<file path="src/sv/ltdg_pkg.sv">
// ----------------------------------------------------------------------------
// ltdg_pkg
// Shared types and constants for the load threshold clock governor.
// ----------------------------------------------------------------------------
package ltdg_pkg;

	localparam int CFG_INDEX_W      = 3;
	localparam int CFG_DATA_W       = 12;
	localparam int COUNTER_BITS_DEF = 32;
	localparam int REPORT_W         = 32;

	localparam logic [9:0]  PERMILLE_MAX     = 10'd1000;
	localparam logic [5:0]  IDLE_WINDOWS_MAX = 6'd60;
	localparam logic [5:0]  IDLE_RUN_MAX     = 6'd63;

	localparam logic        ENABLED_RST      = 1'b1;
	localparam logic [9:0]  BUSY_HIGH_RST    = 10'd200;
	localparam logic [9:0]  BUSY_LOW_RST     = 10'd80;
	localparam logic [5:0]  IDLE_WINDOWS_RST = 6'd3;
	localparam logic [11:0] MIN_MHZ_RST      = 12'd600;
	localparam logic [11:0] MAX_MHZ_RST      = 12'd1000;

	typedef enum logic [CFG_INDEX_W-1:0] {
		CFG_ENABLED      = 3'd0,
		CFG_BUSY_HIGH    = 3'd1,
		CFG_BUSY_LOW     = 3'd2,
		CFG_IDLE_WINDOWS = 3'd3,
		CFG_MIN_MHZ      = 3'd4,
		CFG_MAX_MHZ      = 3'd5
	} cfg_idx_t;

	typedef struct packed {
		logic        enabled;
		logic [9:0]  busy_high;
		logic [9:0]  busy_low;
		logic [5:0]  idle_windows;
		logic [11:0] min_mhz;
		logic [11:0] max_mhz;
	} cfg_t;

endpackage

</file>
<file path="src/sv/ltdg_cfg_regs.sv">
// ----------------------------------------------------------------------------
// ltdg_cfg_regs
// Configuration register file; writes out of the legal range are dropped.
// ----------------------------------------------------------------------------
module ltdg_cfg_regs
	import ltdg_pkg::*;
(
	input  logic                   clk,
	input  logic                   arst_n,
	input  logic                   cfg_valid,
	output logic                   cfg_ready,
	input  logic [CFG_INDEX_W-1:0] cfg_index,
	input  logic [CFG_DATA_W-1:0]  cfg_data,
	output cfg_t                   cfg
);

	cfg_t cfg_q;
	logic wr;

	assign cfg_ready = 1'b1;
	assign wr        = cfg_valid && cfg_ready;
	assign cfg       = cfg_q;

	always_ff @(posedge clk or negedge arst_n) begin
		if (!arst_n) begin
			cfg_q.enabled      <= ENABLED_RST;
			cfg_q.busy_high    <= BUSY_HIGH_RST;
			cfg_q.busy_low     <= BUSY_LOW_RST;
			cfg_q.idle_windows <= IDLE_WINDOWS_RST;
			cfg_q.min_mhz      <= MIN_MHZ_RST;
			cfg_q.max_mhz      <= MAX_MHZ_RST;
		end else if (wr) begin
			case (cfg_idx_t'(cfg_index))
				CFG_ENABLED: begin
					cfg_q.enabled <= cfg_data[0];
				end
				CFG_BUSY_HIGH: begin
					if (cfg_data[9:0] inside {[10'd1:PERMILLE_MAX]})
						cfg_q.busy_high <= cfg_data[9:0];
				end
				CFG_BUSY_LOW: begin
					if (cfg_data[9:0] inside {[10'd1:PERMILLE_MAX]})
						cfg_q.busy_low <= cfg_data[9:0];
				end
				CFG_IDLE_WINDOWS: begin
					if (cfg_data[5:0] inside {[6'd1:IDLE_WINDOWS_MAX]})
						cfg_q.idle_windows <= cfg_data[5:0];
				end
				CFG_MIN_MHZ: begin
					cfg_q.min_mhz <= cfg_data[11:0];
				end
				CFG_MAX_MHZ: begin
					cfg_q.max_mhz <= cfg_data[11:0];
				end
				default: begin
				end
			endcase
		end
	end

`ifndef SYNTHESIS
	a_busy_high_range: assert property (@(posedge clk) disable iff (!arst_n)
		cfg_q.busy_high != 10'd0 && cfg_q.busy_high <= PERMILLE_MAX)
		else $error("busy_high out of range");
	a_busy_low_range: assert property (@(posedge clk) disable iff (!arst_n)
		cfg_q.busy_low != 10'd0 && cfg_q.busy_low <= PERMILLE_MAX)
		else $error("busy_low out of range");
	a_idle_windows_range: assert property (@(posedge clk) disable iff (!arst_n)
		cfg_q.idle_windows != 6'd0 && cfg_q.idle_windows <= IDLE_WINDOWS_MAX)
		else $error("idle_windows out of range");
`endif

endmodule

</file>
<file path="src/sv/load_threshold_dvfs_governor_top.sv">
// ----------------------------------------------------------------------------
// load_threshold_dvfs_governor_top
// Threshold clock governor with hysteresis, one load window per input beat.
// ----------------------------------------------------------------------------
// Usage:
//   Input channel (in_valid / in_stall): one beat per finished load window,
//   carrying busy_permille, busy_valid and last_request_ok.
//   Output channel (out_valid / out_stall): exactly one result beat per input
//   beat, in order, with the decision, an optional clock request and stats.
//   Config channel (cfg_valid / cfg_ready): cfg_ready is always high; write
//   only while no window is in flight.
//   Path: an accepted beat lands in the input register, and its result is
//   then written into the output register when it advances.
//   Throughput: one beat per cycle while out_stall is low; the governor state
//   is updated in a single pass between the input and output registers.
//   Stall: the output register holds while out_stall is high; the input
//   register then stays full and in_stall rises, so no beat is lost.
//   Reset: arst_n clears both stages, the counters and statistics, and
//   loads the configuration defaults; the target starts at 1000 MHz.
// ----------------------------------------------------------------------------
module load_threshold_dvfs_governor_top
	import ltdg_pkg::*;
#(
	parameter int COUNTER_BITS = COUNTER_BITS_DEF
) (
	input  logic                   clk,
	input  logic                   arst_n,
	input  logic                   cfg_valid,
	output logic                   cfg_ready,
	input  logic [CFG_INDEX_W-1:0] cfg_index,
	input  logic [CFG_DATA_W-1:0]  cfg_data,
	input  logic                   in_valid,
	output logic                   in_stall,
	input  logic [9:0]             busy_permille,
	input  logic                   busy_valid,
	input  logic                   last_request_ok,
	output logic                   out_valid,
	input  logic                   out_stall,
	output logic [11:0]            target_freq,
	output logic                   request_valid,
	output logic [11:0]            request_mhz,
	output logic [5:0]             idle_count,
	output logic [9:0]             last_busy,
	output logic [9:0]             busy_floor,
	output logic [9:0]             busy_peak,
	output logic [REPORT_W-1:0]    window_count,
	output logic [REPORT_W-1:0]    applied_count,
	output logic [REPORT_W-1:0]    failed_count
);

	cfg_t cfg;

	ltdg_cfg_regs u_cfg (
		.clk       (clk),
		.arst_n    (arst_n),
		.cfg_valid (cfg_valid),
		.cfg_ready (cfg_ready),
		.cfg_index (cfg_index),
		.cfg_data  (cfg_data),
		.cfg       (cfg)
	);

	// input register
	logic       vld_s1;
	logic [9:0] busy_s1;
	logic       busy_vld_s1;
	logic       ok_s1;

	// governor state
	logic [11:0]             target_q;
	logic [5:0]              idle_q;
	logic [11:0]             applied_mhz_q;
	logic                    pending_q;
	logic [11:0]             pending_mhz_q;
	logic [9:0]              last_busy_q;
	logic [9:0]              busy_min_q;
	logic [9:0]              busy_max_q;
	logic [COUNTER_BITS-1:0] windows_q;
	logic [COUNTER_BITS-1:0] applied_q;
	logic [COUNTER_BITS-1:0] failed_q;

	// output register
	logic        out_vld_q;
	logic        req_vld_q;
	logic [11:0] req_mhz_q;

	logic in_acc;
	logic adv;

	assign adv      = vld_s1 && (!out_vld_q || !out_stall);
	assign in_stall = vld_s1 && out_vld_q && out_stall;
	assign in_acc   = in_valid && !in_stall;

	always_ff @(posedge clk or negedge arst_n) begin
		if (!arst_n) begin
			vld_s1 <= 1'b0;
		end else if (in_acc) begin
			vld_s1 <= 1'b1;
		end else if (adv) begin
			vld_s1 <= 1'b0;
		end
	end

	always_ff @(posedge clk) begin
		if (in_acc) begin
			busy_s1     <= busy_permille;
			busy_vld_s1 <= busy_valid;
			ok_s1       <= last_request_ok;
		end
	end

	// next-state logic
	logic [9:0]              busy_c;
	logic [9:0]              hi_thr;
	logic [5:0]              idle_inc;
	logic [11:0]             applied_mhz_d;
	logic [11:0]             want;
	logic [5:0]              idle_d;
	logic                    req;
	logic                    ack_ok;
	logic                    ack_fail;

	always_comb begin
		busy_c   = (busy_s1 > PERMILLE_MAX) ? PERMILLE_MAX : busy_s1;
		hi_thr   = (cfg.busy_high <= cfg.busy_low) ? cfg.busy_low + 10'd1 : cfg.busy_high;
		idle_inc = (idle_q == IDLE_RUN_MAX) ? IDLE_RUN_MAX : idle_q + 6'd1;
		ack_ok   = pending_q && ok_s1;
		ack_fail = pending_q && !ok_s1;
		applied_mhz_d = ack_ok ? pending_mhz_q : applied_mhz_q;
		want   = target_q;
		idle_d = idle_q;
		if (busy_vld_s1) begin
			if (busy_c > hi_thr) begin
				want   = cfg.max_mhz;
				idle_d = '0;
			end else if (busy_c < cfg.busy_low) begin
				idle_d = idle_inc;
				if (idle_inc >= cfg.idle_windows)
					want = cfg.min_mhz;
			end else begin
				idle_d = '0;
			end
		end
		req = busy_vld_s1 && cfg.enabled && (want != applied_mhz_d);
	end

	always_ff @(posedge clk or negedge arst_n) begin
		if (!arst_n) begin
			target_q      <= MAX_MHZ_RST;
			idle_q        <= '0;
			applied_mhz_q <= '0;
			pending_q     <= 1'b0;
			pending_mhz_q <= '0;
			last_busy_q   <= '0;
			busy_min_q    <= PERMILLE_MAX;
			busy_max_q    <= '0;
			windows_q     <= '0;
			applied_q     <= '0;
			failed_q      <= '0;
			out_vld_q     <= 1'b0;
			req_vld_q     <= 1'b0;
			req_mhz_q     <= '0;
		end else begin
			if (adv) begin
				target_q      <= want;
				idle_q        <= idle_d;
				applied_mhz_q <= applied_mhz_d;
				pending_q     <= req;
				if (req)
					pending_mhz_q <= want;
				if (busy_vld_s1) begin
					last_busy_q <= busy_c;
					if (busy_c < busy_min_q)
						busy_min_q <= busy_c;
					if (busy_c > busy_max_q)
						busy_max_q <= busy_c;
				end
				if (windows_q != '1)
					windows_q <= windows_q + 1'b1;
				if (ack_ok && applied_q != '1)
					applied_q <= applied_q + 1'b1;
				if (ack_fail && failed_q != '1)
					failed_q <= failed_q + 1'b1;
				req_vld_q <= req;
				req_mhz_q <= req ? want : 12'd0;
				out_vld_q <= 1'b1;
			end else if (!out_stall) begin
				out_vld_q <= 1'b0;
			end
		end
	end

	assign out_valid     = out_vld_q;
	assign target_freq   = target_q;
	assign request_valid = req_vld_q;
	assign request_mhz   = req_mhz_q;
	assign idle_count    = idle_q;
	assign last_busy     = last_busy_q;
	assign busy_floor    = busy_min_q;
	assign busy_peak     = busy_max_q;
	assign window_count  = REPORT_W'(windows_q);
	assign applied_count = REPORT_W'(applied_q);
	assign failed_count  = REPORT_W'(failed_q);

`ifndef SYNTHESIS
	a_req_matches_target: assert property (@(posedge clk) disable iff (!arst_n)
		out_vld_q && req_vld_q |-> req_mhz_q == target_q && pending_q)
		else $error("request beat does not match target");
	a_pending_from_req: assert property (@(posedge clk) disable iff (!arst_n)
		$rose(pending_q) |-> out_vld_q && req_vld_q)
		else $error("pending set without a request beat");
	a_windows_monotonic: assert property (@(posedge clk) disable iff (!arst_n)
		windows_q >= $past(windows_q))
		else $error("window counter went backwards");
	a_hold_on_stall: assert property (@(posedge clk) disable iff (!arst_n)
		out_vld_q && out_stall |=> out_vld_q && $stable(target_q) && $stable(windows_q))
		else $error("result changed while stalled");
`endif

endmodule
</file>
<file path="config.mk">
export PLATFORM = sky130hd
export DESIGN_NAME = load_threshold_dvfs_governor_top
export DESIGN_NICKNAME = d
export VERILOG_FILES = /design/src/sv/ltdg_pkg.sv /design/src/sv/ltdg_cfg_regs.sv /design/src/sv/load_threshold_dvfs_governor_top.sv
export SDC_FILE = /design/constraint.sdc
export NUM_CORES = 1
export LEC_CHECK = 0
export ABC_AREA = 1
export BUFFER_PORTS_ARGS = -buffer_cell sky130_fd_sc_hd__buf_2
export CAP_MARGIN = 10
export CORE_ASPECT_RATIO = 0.9
export CORE_MARGIN = 3
export CORE_UTILIZATION = 52
export CTS_CLUSTER_SIZE = 24
export DETAILED_ROUTE_END_ITERATION = 8
export GPL_TIMING_DRIVEN = 0
export PLACE_DENSITY = 0.76
export SLEW_MARGIN = 20
export SYNTH_ARGS = -nofsm -noshare
export SYNTH_HDL_FRONTEND = slang
export SYNTH_SLANG_ARGS = --single-unit
</file>
<file path="constraint.sdc">
create_clock -name clk -period 3.74 [get_ports clk]
set_clock_uncertainty 0.1 [all_clocks]
set_input_delay 0.561 -clock clk [delete_from_list [all_inputs] [get_ports clk]]
set_output_delay 0.561 -clock clk [all_outputs]
set_load 0.005 [all_outputs]
</file>
==> qor.txt, run 1 <==
Fillers: 2057
sequential share of the synthesized area: 46.8%
Ys Warns: 0
largest net degree at the start of global routing: 98
P_int: 0.00675 W
Slew Limit Fails: 0
PwrDens: 645 nW/µm²
Worst EP required: 4.12 ns
Clock Path Buffers: 3
full die area: 27700 µm²
Worst-Skew Late Latency: 0.55 ns
first-pass GRT wire length: 57.4 mm
sequential power share: 35.9%
final setup violation count: 26
fin crit share: 121%
CP endpoint kind: register
LEAKAGE: 8.56 nW
Clock power frac: 25.7%
Vias: 12000
syn_area_per_cell: 8.30 µm²
Initial DRC Count: 858
hold depth: 1
Net Sw Frac: 37.0%
EDFF count, synth: 12
VDD IR-drop max: 0.490 mV
Fin. Hold Viols: 0
Layout Area Growth over Synthesis: 24.2%
CTS Buf Count: 27
DRT antenna net count: 0
dominant cell type by area after synthesis: dfrtp_1
CP max FO: 8
Tightest Hold Check Type: primary input to register
Cells after Synth: 1611
Tmin final: 4.51 ns
critical path depth: 28
Post-synth top cells: nand2_1, inv_1, dfrtp_1
Yosys reg bits: 246
most common cell in the netlist: nand2_1
width of the chip: 175 µm
ys flop type: dfrtp_1
Final #Nets: 1961
FFs w/ async S/R, synth: 95.1%
PortBufs: 190
WS Path Type: register to register
TritonCTS clock tree: done
Total GRT Usage: 25.1%
Post-Layout Cell Count: 2233
top-area cell type share of the netlist area: 38.2%
cell total after placement: 2145
Ports: 192
antenna violations before repair: 6
Critical Path Most Common Cell: nand2_1
Root Buffer Master: clkbuf_16
number of detailed-route iterations in the first pass: 5
Mapped Nets: 1702
Mapped Area: 13400 µm²
CP Launch Type: register
Unique masters post-synth: 52
Comb power frac: 38.3%
global route overflow: 0
layout cells sized above 1: 25.3%
Max Clock Freq: 222 MHz
Clock Sinks: 246
Buf/Inv on CP: 5
vias in the first global route: 11500
flop-to-flop setup slack: -0.77 ns
GP Congestion: 0.888
P_sw: 0.00396 W
Place WS: -0.864 ns
Final HPWL DP: 25.4 mm
Initial Util: 53.1%
worst r2r path cells: 28
row count: 55
largest cells by area after synthesis: dfrtp_1, nand2_1, inv_1
Remaining DRCs: 0
Slew Limit Headroom: 44.2%
CP max stage cell: dfstp_2
height of the die: 158 µm
CTS H-tree lvls: 1
drt wl/cell: 16.1 µm
Max-Cap Viols: 0
clk slew on worst S/H paths: 0.06 ns
failing checks: negative setup slack
RSZ-0062 raised after global routing: yes
actual slew at the worst max-slew pin: 0.837 ns
status: finished with violations
Post-Route WL: 35.9 mm
critical path arrival: 4.89 ns
CP max stage delay: 0.55 ns
Core ar.: 25200 µm²
PnR worst setup slack: -0.774 ns
CP top delay family: simple AND/OR/NAND/NOR gates
vias per inst: 5.36
## what timing repair did
action	4_1_cts	5_1_grt
endpoints found under the hold margin	61	0
resized for setup	43	89
pin swaps	16	49
buffers inserted	26	9
gates cloned	3	1
setup endpoints to repair	36	43
hold buffers	1	0
## registers in the layout, summed over array words and instances, names as in the netlist, 6 cells and up
register and cells:
applied_count 32, busy_peak 10, applied_mhz_q 12, pending_mhz_q 12, window_count 32, target_freq 12
idle_count 6, request_mhz 12, u_cfg.cfg 51, busy_s1 10, last_busy 10, busy_floor 10
failed_count 32
## layout make-up
type / instances / area (µm²) / share of cell area (%)
buffer: 42 / 243 / 1.46
timing repair buffer: 230 / 1390 / 8.36
multi-input combinational: 1100 / 6530 / 39.3
antenna: 1 / 2.50 / 0.0151
clock buffer: 39 / 771 / 4.64
tap: 342 / 428 / 2.58
inverter: 223 / 840 / 5.06
sequential: 246 / 6250 / 37.7
clock inverter: 10 / 148 / 0.889
## cells by family (layout without fill, tap and decap cells)
logic type	Yosys count	in the layout	synth area share, %
buf+inv	265	544	7.85
compound gates	194	194	7.78
other cells	1	2	0.0281
simple gates	748	748	25.5
flops	246	246	46.8
fa+ha+maj	59	59	5.52
mux	4	4	0.328
xor+xnor	94	94	6.16
## power by group through the flow
stage               sequential, W  combinational (W)  clock (W)
floorplan                 0.00377            0.00220          0
global placement          0.00384            0.00309          0
detailed placement        0.00385            0.00322          0
CTS                       0.00382            0.00361    0.00281
global route              0.00392            0.00456    0.00292
finish                    0.00385            0.00410    0.00275
## final timing paths
path / from / end
min in group asynchronous: arst_n / last_busy[2]
min: last_request_ok / ok_s1
min reg2reg: request_mhz[6] / request_mhz[6]
max in group asynchronous: arst_n / target_freq[5]
max reg2reg: u_cfg.cfg[47] / pending_mhz_q[4]
max: u_cfg.cfg[47] / pending_mhz_q[4]
## cells in the final DEF (no fill, tap or decap), types with 17 or more instances in the layout
cell type	n
nand3_2	25
clkbuf_16	28
xnor2_1	28
nand4_1	29
clkbuf_1	35
inv_1	205
nand3_1	50
dfrtp_1	204
buf_4	28
nor3_1	40
a21oi_1	24
xor2_1	66
nor4_1	17
nand2_1	381
nand2_2	56
ha_1	54
o21ai_0	122
dfstp_2	30
buf_2	190
nor2_1	94
## worst reg2reg max path: cells and delay by family, from the launching register on
family                     cells  cell delay [ns]
adders and majority gates      2             0.55
and+or+nand+nor               17             1.88
DFF                            1             0.55
buffers and inverters          5             0.68
AOI/OAI and AO/OA              4             0.68
## stage by stage
| step | hold WS [ns] | power (W) | setup TNS (ns) | cell area [µm²] | util [%] |
|---|---|---|---|---|---|
| 3_3_place_gp | 0.362 | 0.00693 | -470.24 | 14800 | 58.7 |
| 6_report | 0.0885 | 0.0107 | -18.24 | 16600 | 65.9 |
| 5_1_grt | 0.0613 | 0.0114 | -25.22 | 16600 | 65.9 |
| 3_5_place_dp | 0.364 | 0.00708 | -21.49 | 14900 | 59.0 |
| 2_1_floorplan | 0.165 | 0.00598 | -1.63 | 13400 | - |
| 4_1_cts | 0.0616 | 0.0102 | -14.80 | 16200 | 64.2 |
## metal layers
| layer | global-route usage (%) | up-vias | routed length, µm | share of wire (%) |
|---|---|---|---|---|
| li1 | - | 5701 | - | - |
| met5 | 0 | - | 56 | 0.16 |
| met2 | 40.4 | 461 | 16400 | 46 |
| met1 | 35.3 | 5699 | 15700 | 44 |
| met4 | 6.00 | 10 | 986 | 2.7 |
| met3 | 5.23 | 94 | 2780 | 7.7 |
Power figures use the tool's default switching activity.
==> inputs of run 2 (changes only) <==
--- a/config.mk
+++ b/config.mk
@@ -15,6 +15,7 @@
 export DETAILED_ROUTE_END_ITERATION = 8
 export GPL_TIMING_DRIVEN = 0
 export PLACE_DENSITY = 0.76
+export REMOVE_ABC_BUFFERS = 1
 export SLEW_MARGIN = 20
 export SYNTH_ARGS = -nofsm -noshare
 export SYNTH_HDL_FRONTEND = slang
==> constraint.sdc (replaced) <==
create_clock -name clk -period 3.9 [get_ports clk]
set_clock_uncertainty 0.1 [all_clocks]
set_input_delay 0.585 -clock clk [delete_from_list [all_inputs] [get_ports clk]]
set_output_delay 0.585 -clock clk [all_outputs]
set_load 0.005 [all_outputs]
==> qor.txt, run 2 (synthesis results as in run 1) <==
row count: 55 (unchanged)
Biggest register: u_cfg.cfg
Clock Path Buffers: 3 (unchanged)
Initial DRC Count: 974 (+14%)
cell total after placement: 2105 (-1.9%)
width of the chip: 175 µm (unchanged)
VDD IR-drop max: 0.362 mV (-26%)
max FFs per register: 51 (unchanged)
failing checks: negative setup slack
CTS Buf Count: 28 (+3.7%)
Core ar.: 25200 µm² (unchanged)
WS Path Type: register to register
worst r2r path cells: 30 (+7.1%)
Slew Limit Headroom: 36.9% (-7.3 points)
M1 GR Usage: 33.0% (-2.3 points)
vias per inst: 5.30 (-1.1%)
DRT antenna net count: 0 (unchanged)
Cell Area, Placed: 14600 µm² (-1.5%)
Layout Area Growth over Synthesis: 22.8%
GP Congestion: 0.866 (-2.4%)
Max-Cap Viols: 0 (unchanged)
Fillers: 2124 (+3.3%)
critical path arrival: 4.84 ns (-0.05 ns)
clk slew on worst S/H paths: 0.06 ns (about the same)
met2 Use GR: 40.2% (-0.13 points)
Worst EP required: 4.23 ns (+0.11 ns)
Post-Layout Cell Count: 2199 (-1.5%)
layout cells sized above 1: 25.2% (-0.12 points)
Place WS: -1.50 ns (-0.635 ns)
Buf/Inv on CP: 6 (+1)
most frequent cells in the layout: nand2_1, inv_1, dfrtp_1
CP max FO: 8 (unchanged)
busiest grt layer: met2
CP top delay family: simple AND/OR/NAND/NOR gates
Post-Route WL: 34.4 mm (-4.2%)
Clock Sinks: 246 (unchanged)
CP max stage cell: dfstp_2
LEAKAGE: 8.46 nW (-1.1%)
TritonCTS clock tree: done
Fin. Hold Viols: 0 (unchanged)
Tightest Hold Check Type: primary input to register
CP endpoint kind: register
fin area: 16400 µm² (-1.1%)
vias in the first global route: 11400 (-1.4%)
number of detailed-route iterations in the first pass: 6 (+1)
hold depth: 1 (unchanged)
largest net degree at the start of global routing: 92 (-6.1%)
Remaining DRCs: 0 (unchanged)
PortBufs: 190 (unchanged)
CP Launch Type: register
Vias: 11600 (-2.6%)
CTS H-tree lvls: 1 (unchanged)
Critical Path Most Common Cell: nand2_2
fin crit share: 115% (-5.2 points)
Hold WS: 0.116 ns (+0.0278 ns)
Max Clock Freq: 222 MHz (+0.24%)
Root Buffer Master: clkbuf_16
RSZ-0062 raised after global routing: yes
height of the die: 158 µm (unchanged)
Total GRT Usage: 24.3% (-0.75 points)
Tmin final: 4.50 ns (-0.0106 ns)
CP max stage delay: 0.57 ns (+0.02 ns)
global route overflow: 0 (unchanged)
Initial Util: 53.1% (unchanged)
PnR worst setup slack: -0.603 ns (+0.171 ns)
full die area: 27700 µm² (unchanged)
first-pass GRT wire length: 56.0 mm (-2.4%)
drt wl/cell: 15.6 µm (-2.7%)
critical path depth: 30 (+7.1%)
antenna violations before repair: 6 (unchanged)
Worst-Skew Late Latency: 0.55 ns (about the same)
grt met3 use: 4.75% (-0.48 points)
Final HPWL DP: 23.8 mm (-6.3%)
Final #Nets: 1925 (-1.8%)
commonest non-fill, non-tap cell in the layout: nand2_1
final setup violation count: 25 (-3.8%)
PwrDens: 622 nW/µm² (-3.5%)
status: finished with violations
actual slew at the worst max-slew pin: 0.946 ns (+0.109 ns)
Slew Limit Fails: 0 (unchanged)
Ports: 192 (unchanged)
flop-to-flop setup slack: -0.60 ns (+0.17 ns)
==> run 2: changes by cell type in the layout (fill, tap and decap cells not counted), moves of 9 or more <==
| cell | delta |
|---|---|
| clkbuf_1 | -28 |
| o22ai_2 | -9 |
| nand2_2 | +16 |
| o22ai_1 | +9 |
| nand2_1 | -13 |
==> run 2: layer usage <==
layer	part of all wire (%)	wire length, µm
met2	47	16300
met4	2.3	779
met1	44	15100
met5	0.15	51
met3	6.3	2170
==> run 2: area by class of cell <==
class,count,area (µm²),area share (%)
Multi-Input combinational cell,1104,6530,39.8
Sequential cell,246,6250,38.1
Timing Repair Buffer,231,1380,8.42
Clock buffer,47,903,5.50
Inverter,223,840,5.11
Tap cell,342,428,2.61
Clock inverter,4,70.1,0.427
Antenna cell,2,5.00,0.0305
==> run 2: final timing paths <==
path	start	to
max in group asynchronous	arst_n	applied_count[0]
min in group asynchronous	arst_n	applied_mhz_q[3]
worst min register to register	request_mhz[10]	request_mhz[10]
worst max-delay path	u_cfg.cfg[36]	pending_mhz_q[5]
worst min-delay path	busy_permille[5]	busy_s1[5]
worst max register to register	u_cfg.cfg[36]	pending_mhz_q[5]
==> run 2: repair_timing <==
item                                   in CTS  in global routing
cloned                                      4                  0
setup endpoints to repair                  43                 51
hold buffers                                1                  0
resized for setup                          54                 74
buffers inserted                           29                  7
pin swaps                                  36                 52
endpoints found under the hold margin      54                  0
==> run 2: metrics by stage <==
stage          TNS (ns)  total power, W  utilization [%]
4_1_cts          -10.64         0.00983             63.9
6_report         -13.88          0.0102             65.2
3_3_place_gp    -486.71         0.00649             57.7
5_1_grt          -20.47          0.0109             65.2
3_5_place_dp     -42.67         0.00665             58.1
2_1_floorplan     -7.76         0.00562                -
==> run 2: power by group <==
part / total (W) / switching [W] / leakage [nW] / internal [W]
Combinational: 0.00379 / 0.00218 / 4.97 / 0.00161
Clock: 0.00274 / 0.00105 / 0.481 / 0.00169
Sequential: 0.00367 / 0.000473 / 3.00 / 0.00320
Total: 0.0102 / 0.00371 / 8.46 / 0.00650
==> inputs of run 3 (changes only) <==
--- a/config.mk
+++ b/config.mk
@@ -16,6 +16,7 @@
 export GPL_TIMING_DRIVEN = 0
 export PLACE_DENSITY = 0.76
 export REMOVE_ABC_BUFFERS = 1
+export SETUP_SLACK_MARGIN = 0.15
 export SLEW_MARGIN = 20
 export SYNTH_ARGS = -nofsm -noshare
 export SYNTH_HDL_FRONTEND = slang
==> qor.txt, run 3 (synthesis results as in run 1) <==
Critical Path Most Common Cell: nand2_2
worst r2r path cells: 30 (unchanged)
Clock Path Buffers: 3 (unchanged)
PwrDens: 623 nW/µm² (+0.17%)
DRT antenna net count: 0 (unchanged)
TritonCTS clock tree: done
CP endpoint kind: register
CP max stage cell: dfstp_2
antenna violations before repair: 6 (unchanged)
Slew Limit Fails: 0 (unchanged)
final setup violation count: 25 (unchanged)
Initial DRC Count: 841 (-14%)
Cell Area, Placed: 14600 µm² (unchanged)
Ports: 192 (unchanged)
Max-Cap Viols: 0 (unchanged)
RSZ-0062 raised after global routing: yes
Post-Route WL: 34.6 mm (+0.45%)
vias in the first global route: 11400 (unchanged)
worst r2r dst: pending_mhz_q[5]
Vias: 11700 (+0.58%)
global route overflow: 0 (unchanged)
Core ar.: 25200 µm² (unchanged)
WS Path Type: register to register
Clock Sinks: 246 (unchanged)
Critical R2R Launch: u_cfg.cfg[36]
Worst EP required: 4.23 ns (about the same)
critical path depth: 30 (unchanged)
Biggest register: u_cfg.cfg
Root Buffer Master: clkbuf_16
drt wl/cell: 15.7 µm (+0.41%)
Final #Nets: 1926 (+0.052%)
height of the die: 158 µm (unchanged)
largest net degree at the start of global routing: 92 (unchanged)
CP Launch Type: register
CTS H-tree lvls: 1 (unchanged)
failing checks: negative setup slack
layout cells sized above 1: 25.6% (+0.47 points)
CP max FO: 8 (unchanged)
Crit. Startpoint: u_cfg.cfg[36]
fin area: 16500 µm² (+0.33%)
LEAKAGE: 8.49 nW (+0.35%)
Final HPWL DP: 23.8 mm (unchanged)
Worst-Skew Late Latency: 0.55 ns (about the same)
Initial Util: 53.1% (unchanged)
PnR worst setup slack: -0.600 ns (+0.00301 ns)
cell total after placement: 2105 (unchanged)
Util after Layout: 65.4% (+0.21 points)
number of detailed-route iterations in the first pass: 7 (+1)
max FFs per register: 51 (unchanged)
actual slew at the worst max-slew pin: 0.946 ns (+0.0000336 ns)
total power: 0.0103 W (+0.50%)
first-pass GRT wire length: 56.0 mm (unchanged)
Fin. Hold Viols: 0 (unchanged)
Post-Layout Cell Count: 2200 (+0.045%)
clk slew on worst S/H paths: 0.06 ns (about the same)
width of the chip: 175 µm (unchanged)
Buf/Inv on CP: 7 (+1)
Slew Limit Headroom: 36.9% (about the same)
commonest non-fill, non-tap cell in the layout: nand2_1
row count: 55 (unchanged)
fin crit share: 115% (about the same)
critical path arrival: 4.83 ns (about the same)
CP top delay family: simple AND/OR/NAND/NOR gates
Worst Setup EP: pending_mhz_q[5]
Tightest Hold Check Type: primary input to register
Remaining DRCs: 0 (unchanged)
GP Congestion: 0.866 (unchanged)
VDD IR-drop max: 0.362 mV (about the same)
status: finished with violations
full die area: 27700 µm² (unchanged)
Total GRT Usage: 24.3% (unchanged)
Max Clock Freq: 222 MHz (about the same)
flop-to-flop setup slack: -0.60 ns (about the same)
most frequent cells in the layout: nand2_1, inv_1, dfrtp_1
setup TNS: -13.78 ns (+0.103 ns)
Layout Area Growth over Synthesis: 23.2%
CTS Buf Count: 28 (unchanged)
PortBufs: 190 (unchanged)
vias per inst: 5.33 (+0.53%)
CP max stage delay: 0.57 ns (about the same)
Tmin final: 4.50 ns (-0.00301 ns)
## run 3: cell count changes in the layout (fill, tap and decap cells not counted)
cell / before / now
buf_8: 3 / 4
o21ai_2: 7 / 8
o21ai_0: 122 / 119
o21ai_1: 8 / 10
nand2_2: 72 / 75
o22ai_1: 16 / 14
nand2_4: 13 / 15
nand2_1: 368 / 363
o22ai_2: 0 / 2
## run 3: power breakdown
group	total [W]	internal, W	switching [W]
logic	0.00385	0.00164	0.00221
clock network	0.00274	0.00169	0.00105
registers	0.00367	0.00320	0.000472
## run 3: per-stage QoR
step / worst slack [ns] / hold slack, ns
2_1_floorplan: -0.392 / 0.189
3_3_place_gp: -2.03 / 0.360
3_5_place_dp: -1.50 / 0.364
4_1_cts: -0.466 / 0.0990
5_1_grt: -0.811 / 0.0936
6_report: -0.600 / 0.117
## run 3: how the worst min path moves through the flow
| stage | startpoint | end | slack, ns | depth (start not counted) |
|---|---|---|---|---|
| global placement | last_busy[3] | last_busy[3] | 0.36 | 2 |
| floorplan | arst_n | applied_count[0] | 0.19 | 0 |
| detailed placement | request_mhz[10] | request_mhz[10] | 0.36 | 2 |
| finish | busy_permille[5] | busy_s1[5] | 0.12 | 1 |
| CTS | busy_permille[1] | busy_s1[1] | 0.1 | 1 |
| global route | busy_permille[1] | busy_s1[1] | 0.09 | 1 |
## run 3: area by class of cell
class	count	area (µm²)
clock inverters	4	70.1
inverters	223	840
fillers	2117	8720
repair buffers	232	1400
multi-input cells	1104	6570
diodes	2	5.00
flip-flops and latches	246	6250
well taps	342	428
clock buffers	47	903
## run 3: repair_timing
item / CTS / global route
hold endpoints to repair: 54 / 0
pin swaps: 36 / 54
hold buffers: 1 / 0
setup buffers: 29 / 8
gates cloned: 4 / 0
setup endpoints to repair: 44 / 57
resized for setup: 54 / 89
## run 3: layer usage
| layer | wire length [µm] | part of all wire [%] | up-vias | track usage, % |
|---|---|---|---|---|
| met3 | 2180 | 6.3 | 69 | 4.75 |
| li1 | - | - | 5647 | - |
| met2 | 16500 | 48 | 350 | 40.2 |
| met5 | 51 | 0.15 | - | 0 |
| met1 | 15000 | 44 | 5641 | 33.0 |
| met4 | 809 | 2.3 | 8 | 7.22 |
